File: src/rtl/core/smx_pkg.sv
// smx_pkg: shared types and constants for the softmax vector block.
// Used by the interfaces, controller, datapath and top level.
`default_nettype none
package smx_pkg;
   localparam int MaxLen  = 64;
   localparam int AddrW   = $clog2(MaxLen);
   localparam int CountW  = AddrW + 1;

   typedef struct packed {
      logic signed [15:0] logit;
      logic               is_last;
   } req_type;

   typedef struct packed {
      logic [15:0] probability;
      logic        final_out;
      logic        overflowed;
   } rsp_type;

   // Datapath commands from the controller.
   typedef struct packed {
      logic             load;       // store one element
      logic             rd;         // read store entry at addr
      logic [AddrW-1:0] addr;
      logic             exp_start;  // start exponential on read data
      logic             acc;        // add exponential result to sum
      logic             div_start;  // start reciprocal
      logic             out_load;   // not set by the controller, not read by the datapath
      logic             clear;      // end of vector
   } cmd_type;

   typedef struct packed {
      logic exp_done;
      logic div_done;
   } sts_type;

   function automatic logic [15:0] int_exp(input logic [3:0] i);
      logic [15:0] v;
      unique case (i)
         4'd0:  v = 16'hFFFF; // 65536 substituted by the caller
         4'd1:  v = 16'd24109;
         4'd2:  v = 16'd8869;
         4'd3:  v = 16'd3263;
         4'd4:  v = 16'd1200;
         4'd5:  v = 16'd442;
         4'd6:  v = 16'd162;
         4'd7:  v = 16'd60;
         4'd8:  v = 16'd22;
         4'd9:  v = 16'd8;
         4'd10: v = 16'd3;
         4'd11: v = 16'd1;
         default: v = 16'd0;
      endcase
      return v;
   endfunction

   function automatic logic [15:0] frac_exp(input logic [3:0] k);
      logic [15:0] v;
      unique case (k)
         4'd0:  v = 16'd65520;
         4'd1:  v = 16'd65504;
         4'd2:  v = 16'd65472;
         4'd3:  v = 16'd65408;
         4'd4:  v = 16'd65280;
         4'd5:  v = 16'd65026;
         4'd6:  v = 16'd64520;
         4'd7:  v = 16'd63520;
         4'd8:  v = 16'd61565;
         4'd9:  v = 16'd57835;
         4'd10: v = 16'd51039;
         4'd11: v = 16'd39750;
         default: v = 16'd65535;
      endcase
      return v;
   endfunction
endpackage
`default_nettype wire

File: src/rtl/core/smx_req_if.sv
// smx_req_if / smx_rsp_if: valid-ready channels of the softmax block.
// Depends on smx_pkg for the payload types.
`default_nettype none
interface smx_req_if;
   import smx_pkg::*;
   logic    valid;
   logic    ready;
   req_type data;
   modport source (output valid, output data, input ready);
   modport sink   (input valid, input data, output ready);
endinterface

interface smx_rsp_if;
   import smx_pkg::*;
   logic    valid;
   logic    ready;
   rsp_type data;
   modport source (output valid, output data, input ready);
   modport sink   (input valid, input data, output ready);
endinterface
`default_nettype wire

File: src/rtl/core/smx_datapath.sv
// smx_datapath: element store, maximum, iterative exponential, sum, reciprocal
// divider and output multiply. Depends on smx_pkg.
`default_nettype none
module smx_datapath (
   input  wire logic                    clock,
   input  wire logic                    reset,
   input  wire smx_pkg::cmd_type        cmd,
   input  wire logic signed [15:0]      in_logit,
   output smx_pkg::sts_type             sts,
   output logic [15:0]                  prob
);
   import smx_pkg::*;

   logic signed [15:0] mem [MaxLen];
   logic signed [15:0] rd_ff;
   logic signed [15:0] max_ff, max_in;
   logic [16:0] v_ff, v_in;       // Q0.16 with room for 1.0
   logic [11:0] frac_ff, frac_in;
   logic [3:0]  k_ff, k_in;
   logic        exp_busy_ff, exp_busy_in;
   logic [22:0] sum_ff, sum_in;
   logic [32:0] rem_ff, rem_in;
   logic [32:0] quo_ff, quo_in;
   logic [5:0]  dcnt_ff, dcnt_in;
   logic        div_busy_ff, div_busy_in;
   logic [33:0] prod_ff;
   logic [16:0] d;
   logic [32:0] mul;
   logic [33:0] trial;
   logic [23:0] divisor;

   always_ff @(posedge clock) begin
      if (cmd.load) mem[cmd.addr] <= in_logit;
      if (cmd.rd) rd_ff <= mem[cmd.addr];
   end

   assign d   = {1'b0, max_ff} - {rd_ff[15], rd_ff};
   assign mul = v_ff * frac_exp(k_ff);
   assign divisor = (sum_ff == '0) ? 24'd1 : {1'b0, sum_ff};
   assign trial = {rem_ff, quo_ff[32]} - {10'd0, divisor};

   always_comb begin
      max_in = max_ff;
      if (cmd.clear) max_in = 16'sh8000;
      else if (cmd.load && in_logit > max_ff) max_in = in_logit;

      v_in = v_ff; frac_in = frac_ff; k_in = k_ff; exp_busy_in = exp_busy_ff;
      if (cmd.exp_start) begin
         v_in = (d[15:12] == 4'd0) ? 17'h10000 : {1'b0, int_exp(d[15:12])};
         frac_in = d[11:0];
         k_in = 4'd11;
         exp_busy_in = 1'b1;
      end else if (exp_busy_ff) begin
         // one fraction bit per cycle, high bit first
         if (frac_ff[k_ff]) v_in = 17'((mul + 33'd32768) >> 16);
         if (k_ff == 4'd0) exp_busy_in = 1'b0;
         else k_in = k_ff - 4'd1;
      end

      sum_in = sum_ff;
      if (cmd.clear) sum_in = '0;
      else if (cmd.acc) sum_in = sum_ff + 23'(v_ff);

      rem_in = rem_ff; quo_in = quo_ff; dcnt_in = dcnt_ff; div_busy_in = div_busy_ff;
      if (cmd.div_start) begin
         rem_in = '0;
         quo_in = 33'h1_0000_0000 + 33'(divisor >> 1);
         dcnt_in = 6'd32;
         div_busy_in = 1'b1;
      end else if (div_busy_ff) begin
         // restoring division, one quotient bit per cycle
         if (!trial[33]) begin
            rem_in = trial[32:0];
            quo_in = {quo_ff[31:0], 1'b1};
         end else begin
            rem_in = {rem_ff[31:0], quo_ff[32]};
            quo_in = {quo_ff[31:0], 1'b0};
         end
         if (dcnt_ff == 6'd0) div_busy_in = 1'b0;
         else dcnt_in = dcnt_ff - 6'd1;
      end
   end

   // Reciprocal is at most 2^32; v*r fits 34 bits since v never exceeds the sum.
   always_ff @(posedge clock) begin
      prod_ff <= 34'(v_ff) * 34'(quo_ff[16:0])
               + 34'(v_ff) * {1'b0, quo_ff[32:17], 17'd0};
   end

   always_comb begin
      logic [33:0] p;
      p = (prod_ff + 34'd32768) >> 16;
      prob = (p > 34'd65535) ? 16'hFFFF : p[15:0];
   end

   always_ff @(posedge clock) begin
      if (reset) begin
         max_ff <= 16'sh8000;
         exp_busy_ff <= 1'b0;
         sum_ff <= '0;
         div_busy_ff <= 1'b0;
      end else begin
         max_ff <= max_in;
         exp_busy_ff <= exp_busy_in;
         sum_ff <= sum_in;
         div_busy_ff <= div_busy_in;
      end
      v_ff <= v_in; frac_ff <= frac_in; k_ff <= k_in;
      rem_ff <= rem_in; quo_ff <= quo_in; dcnt_ff <= dcnt_in;
   end

   assign sts.exp_done = !exp_busy_ff;
   assign sts.div_done = !div_busy_ff;
endmodule
`default_nettype wire

File: src/rtl/core/smx_control.sv
// smx_control: sequencer for loading, summing, reciprocal and output passes.
// Depends on smx_pkg; drives smx_datapath through cmd_type.
`default_nettype none
module smx_control (
   input  wire logic               clock,
   input  wire logic               reset,
   input  wire logic               req_valid,
   output logic                    req_ready,
   input  wire logic               req_is_last,
   output logic                    rsp_valid,
   input  wire logic               rsp_ready,
   output logic                    rsp_final,
   output logic                    rsp_ovf,
   output smx_pkg::cmd_type        cmd,
   input  wire smx_pkg::sts_type   sts
);
   import smx_pkg::*;

   typedef enum logic [3:0] {
      S_LOAD, S_SRD, S_SEXP, S_SWAIT, S_SACC, S_DIV, S_DWAIT,
      S_ORD, S_OEXP, S_OWAIT, S_OMUL, S_OFORM, S_OSEND
   } state_type;

   state_type         state_ff;
   logic [CountW-1:0] count_ff;
   logic [AddrW-1:0]  idx_ff;
   logic              drop_ff;
   logic              rsp_valid_ff;
   logic              final_ff;
   logic              take;

   assign req_ready = (state_ff == S_LOAD);
   assign take      = req_valid && req_ready;
   assign rsp_valid = rsp_valid_ff;
   assign rsp_final = final_ff;
   assign rsp_ovf   = drop_ff;

   always_comb begin
      cmd = '0;
      cmd.addr = (state_ff == S_LOAD) ? count_ff[AddrW-1:0] : idx_ff;
      cmd.load = take && (count_ff < CountW'(MaxLen));
      cmd.rd = (state_ff == S_SRD) || (state_ff == S_ORD);
      cmd.exp_start = (state_ff == S_SEXP) || (state_ff == S_OEXP);
      cmd.acc = (state_ff == S_SACC);
      cmd.div_start = (state_ff == S_DIV);
      cmd.clear = (state_ff == S_OSEND) && rsp_ready && final_ff;
   end

   always_ff @(posedge clock) begin
      if (reset) begin
         state_ff <= S_LOAD;
         count_ff <= '0;
         idx_ff <= '0;
         drop_ff <= 1'b0;
         rsp_valid_ff <= 1'b0;
         final_ff <= 1'b0;
      end else begin
         unique case (state_ff)
            S_LOAD: if (take) begin
               if (count_ff < CountW'(MaxLen)) count_ff <= count_ff + 1'b1;
               else drop_ff <= 1'b1;
               idx_ff <= '0;
               if (req_is_last) state_ff <= S_SRD;
            end
            S_SRD:  state_ff <= S_SEXP;
            S_SEXP: state_ff <= S_SWAIT;
            S_SWAIT: if (sts.exp_done) state_ff <= S_SACC;
            S_SACC: begin
               if (CountW'(idx_ff) + 1'b1 == count_ff) begin
                  idx_ff <= '0;
                  state_ff <= S_DIV;
               end else begin
                  idx_ff <= idx_ff + 1'b1;
                  state_ff <= S_SRD;
               end
            end
            S_DIV:   state_ff <= S_DWAIT;
            S_DWAIT: if (sts.div_done) state_ff <= S_ORD;
            S_ORD:   state_ff <= S_OEXP;
            S_OEXP:  state_ff <= S_OWAIT;
            S_OWAIT: if (sts.exp_done) state_ff <= S_OMUL;
            S_OMUL:  state_ff <= S_OFORM;
            S_OFORM: begin
               rsp_valid_ff <= 1'b1;
               final_ff <= (CountW'(idx_ff) + 1'b1 == count_ff);
               state_ff <= S_OSEND;
            end
            S_OSEND: if (rsp_ready) begin
               rsp_valid_ff <= 1'b0;
               if (final_ff) begin
                  count_ff <= '0;
                  drop_ff <= 1'b0;
                  final_ff <= 1'b0;
                  state_ff <= S_LOAD;
               end else begin
                  idx_ff <= idx_ff + 1'b1;
                  state_ff <= S_ORD;
               end
            end
            default: state_ff <= S_LOAD;
         endcase
      end
   end
endmodule
`default_nettype wire

File: src/rtl/core/softmax_vector.sv
// softmax_vector: top level of the softmax block.
// Depends on smx_pkg, smx_req_if, smx_rsp_if, smx_control and smx_datapath.
//
// Usage: logits (signed Q4.12) arrive one per transfer on the req channel;
// the transfer with is_last set closes the vector. Up to 64 elements are
// kept; later ones are dropped and every result of that vector carries
// overflowed. Loading takes one cycle per element.
// After the closing transfer the block makes two passes over the store:
// a summing pass (one exponential fraction bit per cycle in a shared
// iterative unit), a bit-serial reciprocal, then an output pass.
// Probabilities (unsigned Q0.16) leave on the rsp channel in input order,
// final_out marking the last. Input is not accepted until the whole vector
// has been sent. When the receiver stalls the result is held in its output
// register and the sequencer waits. Synchronous reset returns the block to
// the loading state with an empty vector; the store itself is not cleared.
`default_nettype none
module softmax_vector (
   input wire logic clock,
   input wire logic reset,
   smx_req_if.sink  req,
   smx_rsp_if.source rsp
);
   import smx_pkg::*;

   cmd_type     cmd;
   sts_type     sts;
   logic [15:0] prob;
   logic [15:0] prob_ff;
   logic        out_take;
   logic        rsp_final;
   logic        rsp_ovf;

   smx_control u_control (
      .clock(clock), .reset(reset),
      .req_valid(req.valid), .req_ready(req.ready), .req_is_last(req.data.is_last),
      .rsp_valid(rsp.valid), .rsp_ready(rsp.ready),
      .rsp_final(rsp_final), .rsp_ovf(rsp_ovf),
      .cmd(cmd), .sts(sts)
   );

   smx_datapath u_datapath (
      .clock(clock), .reset(reset), .cmd(cmd), .in_logit(req.data.logit),
      .sts(sts), .prob(prob)
   );

   // Capture the probability when the controller raises the result.
   assign out_take = rsp.valid;
   always_ff @(posedge clock) begin
      if (!out_take) prob_ff <= prob;
   end
   assign rsp.data = '{probability: prob_ff, final_out: rsp_final, overflowed: rsp_ovf};
endmodule
`default_nettype wire

File: src/flat_wrapper.sv
// flat-port wrapper written by rule: the top's interface ports become plain ports
module softmax_vector_flat import smx_pkg::*;
  (clock, reset, req_valid, req_data, req_ready, rsp_valid, rsp_data, rsp_ready);
  smx_req_if req_i ();
  smx_rsp_if rsp_i ();
  input wire logic clock;
  input wire logic reset;
  input wire logic [$bits(req_i.valid)-1:0] req_valid;
  input wire logic [$bits(req_i.data)-1:0] req_data;
  output wire logic [$bits(req_i.ready)-1:0] req_ready;
  output wire logic [$bits(rsp_i.valid)-1:0] rsp_valid;
  output wire logic [$bits(rsp_i.data)-1:0] rsp_data;
  input wire logic [$bits(rsp_i.ready)-1:0] rsp_ready;
  assign req_i.valid = req_valid;
  assign req_i.data = req_data;
  assign req_ready = req_i.ready;
  assign rsp_valid = rsp_i.valid;
  assign rsp_data = rsp_i.data;
  assign rsp_i.ready = rsp_ready;
  softmax_vector u_core (.clock(clock), .reset(reset), .req(req_i), .rsp(rsp_i));
endmodule
File: config.mk
export PLATFORM = sky130hd
export DESIGN_NAME = softmax_vector_flat
export DESIGN_NICKNAME = d
export VERILOG_FILES = /design/src/rtl/core/smx_pkg.sv /design/src/rtl/core/smx_req_if.sv /design/src/rtl/core/smx_datapath.sv /design/src/rtl/core/smx_control.sv /design/src/rtl/core/softmax_vector.sv /design/src/flat_wrapper.sv
export SDC_FILE = /design/constraint.sdc
export NUM_CORES = 2
export LEC_CHECK = 0
export BUFFER_PORTS_ARGS = -buffer_cell sky130_fd_sc_hd__buf_2
export CAP_MARGIN = 20
export CORE_ASPECT_RATIO = 0.7
export CORE_MARGIN = 2
export CORE_UTILIZATION = 52
export DETAILED_ROUTE_END_ITERATION = 10
export HOLD_SLACK_MARGIN = 0.02
export PLACE_DENSITY_LB_ADDON = 0.05
export SYNTH_ARGS = -nofsm -noshare
export SYNTH_HDL_FRONTEND = slang
export SYNTH_HIERARCHICAL = 1
export SYNTH_SLANG_ARGS = --single-unit
File: constraint.sdc
create_clock -name clock -period 11.6 [get_ports clock]
set_input_delay 2.32 -clock clock [delete_from_list [all_inputs] [get_ports clock]]
set_output_delay 2.32 -clock clock [all_outputs]
set_load 0.03 [all_outputs]
==> out/qor.csv <==
metric,value,unit
numPortBuffers,40,
drv_cap,0,
dr.pass1.iters,8,
clkTransAtPathRegs,0.07,ns
dp_cells,7602,
slowest_delay,0.80,ns
core,138000,sq um
die_w,450,microns
final_cells,7834,
ff_latch_area,36300,sq um
insertion_delay,0.77,ns
finalCritPeriodShare,68.4,%
drc,0,
synth_cells,5874,
min_to,u_core/u_datapath/rem_ff[1]$_SDFFE_PP0P_,
wl_per_cell,25.9,microns
cp-start-kind,flop,
clock_skew,0.0407,ns
cp_common_cell,fa_1,
drtAntennaViolNets,0,
dpl.hpwl,133000,microns
crit_fanout,30,
drt_iter0_markers,5150,
r2r-start,u_core/u_datapath/v_ff[6]$_DFFE_PP_,
nets,6801,
hold_depth,2,
via_per_inst,5.98,
cts.htree.levels,3,
cts_tree,yes,
layout-drive-gt1-share,7.80,%
r2r_setup_slack,3.67,ns
min_path_type,reg2reg,
vias,46800,
diodes,0,
slew_headroom,10.5,%
cts_buffer_depth,3,
cts-buffers-inserted,121,
gr-total-overflow,0,
grt_pass1_wl,305000,microns
worst_pin_slew,1.33,ns
hold_viol_final,0,
place_congestion,0.871,
syn_to_final_growth,9.13,%
critPathSlowestCell,edfxtp_1,
post-route-min-period,7.93,ns
endpoint_kind,flop,
clock-sinks,1256,
cts.root.buffer_cell,clkbuf_16,
track_usage,28.9,%
ff2ff_path_depth,24,
initial_core_util,52.4,%
cts_setup_buffers,0,
setup_violations,0,
grt_pass1_vias,46500,
multiInputGateArea,32000,sq um
slew_violations,0,
cts_resized,0,
ys_warn_count,6,
place_ws,3.86,ns
arrival,8.57,ns
rsz0062_at_grt,no,
synth_area,72300,sq um
nFillCells,11600,
fp.dieH,316,microns
cts_hold_buf,0,
reg2reg_to,u_core/u_datapath/prod_ff[33]$_DFF_P_,
drt-total-wl,203000,microns
synthesis.nets,6803,
dieArea,142000,sq um
status,finished clean,
path_class,reg2reg,
avgSynthCellArea,12.3,sq um
path_cells,buf_4 > nand2_1 > fa_1 > inv_1 > fa_1 > inv_1 > fa_1 > inv_1 > fa_1 > inv_1 > fa_1 > inv_1 > fa_1 > ha_1 > a2111o_1 > a21oi_1 > o31ai_1 > a311oi_1 > a21oi_1 > a211o_1 > a31oi_1 > a21oi_1 > a31oi_1 > xnor2_1,
antenna_found_initial,8,
setup_tns,0,ns
fmaxAchievable,0.126,GHz
worstPathRequired,12.23,ns
num_io_pins,41,
min_from,u_core/u_datapath/rem_ff[1]$_SDFFE_PP0P_,
grt_max_degree,82,
fin_ws,3.67,ns
rows,114,
## worst max path at each step
stage                                              from                               endpoint  slack (ns)  cells after the start
floorplan           u_core/u_datapath/v_ff[5]$_DFFE_PP_  u_core/u_datapath/prod_ff[30]$_DFF_P_        4.45                     30
global placement    u_core/u_datapath/v_ff[6]$_DFFE_PP_  u_core/u_datapath/prod_ff[33]$_DFF_P_        3.95                     24
detailed placement  u_core/u_datapath/v_ff[8]$_DFFE_PP_  u_core/u_datapath/prod_ff[33]$_DFF_P_        3.86                     22
CTS                 u_core/u_datapath/v_ff[8]$_DFFE_PP_  u_core/u_datapath/prod_ff[33]$_DFF_P_        3.82                     22
global route        u_core/u_datapath/v_ff[6]$_DFFE_PP_  u_core/u_datapath/prod_ff[33]$_DFF_P_        3.29                     24
finish              u_core/u_datapath/v_ff[6]$_DFFE_PP_  u_core/u_datapath/prod_ff[33]$_DFF_P_        3.67                     24
## cell usage in the layout (no fill, tap or decap), types with 17 or more instances in the layout
master,count
o21ai_0,70
a22oi_1,317
a221oi_1,98
nand4_1,44
a21o_1,29
nand2b_1,18
ha_1,365
fa_1,543
buf_4,142
mux2_2,28
inv_1,761
a31oi_1,108
nor2b_1,32
buf_2,42
nand3_1,58
mux2i_1,25
nor4_1,29
clkbuf_16,122
clkinv_1,26
o21a_1,25
clkbuf_1,22
nor2_1,226
edfxtp_1,1118
or3_1,23
and3_1,17
a21oi_1,142
nor3_1,42
nand2_1,461
dfxtp_1,137
a22o_1,105
xnor2_1,118
xor2_1,47
a211oi_1,44
and2_1,346
clkinv_2,23
## area by class of cell
cell class,instances,area share [%]
clock buffer,144,3.97
timing repair buffer,192,1.81
tap,1856,2.94
multi-input combinational,3539,40.5
sequential,1256,46.0
clock inverter,85,1.09
inverter,762,3.62
## critical path: cells and delay by family, from the launching register on
kind,cells,cell delay (ns)
simple gates,1,0.13
fa+ha+maj,7,3.23
flops,1,0.80
xor+xnor,1,0.09
compound gates,9,2.76
buf+inv,6,0.74
## sequential cells by signal (all words and copies together), names as in the netlist, named ones only
signal / cells
u_core/u_datapath/mem: 1024
u_core/u_datapath/quo_ff: 33
u_core/u_datapath/prod_ff: 19
u_core/u_datapath/dcnt_ff: 6
u_core/u_control/rsp_valid: 1
u_core/u_datapath/rd_ff: 16
u_core/u_datapath/exp_busy_ff: 1
u_core/u_datapath/rem_ff: 33
u_core/u_datapath/div_busy_ff: 1
u_core/u_control/idx_ff: 6
u_core/prob_ff: 16
u_core/u_datapath/sum_ff: 23
u_core/u_control/rsp_ovf: 1
u_core/u_datapath/v_ff: 17
u_core/u_datapath/k_ff: 4
u_core/u_datapath/frac_ff: 12
u_core/u_control/count_ff: 7
u_core/u_datapath/max_ff: 16
u_core/u_control/state_ff: 4
u_core/u_control/rsp_final: 1
## per-layer routing
metal  up-vias  GRT usage [%]  part of all wire [%]  wire [microns]
met3       226           7.81                    11           22900
li1      20600              -                     -               -
met2      2023           39.4                    40           80800
met1     24000           46.2                    47           95200
met4         0           5.44                   1.8            3640
met5         -              0                     0               0
## per-stage QoR
stage	hold slack (ns)	instance area, sq um	util [%]
global placement	0.479	74900	54.2
CTS	0.490	78900	57.2
global route	0.510	78900	57.2
floorplan	0.455	72300	-
finish	0.488	78900	57.2
detailed placement	0.481	74900	54.3
Power is left out: the tool's default activity adds up to more than one toggle a clock period on the data nets, which glitch-free logic cannot reach.
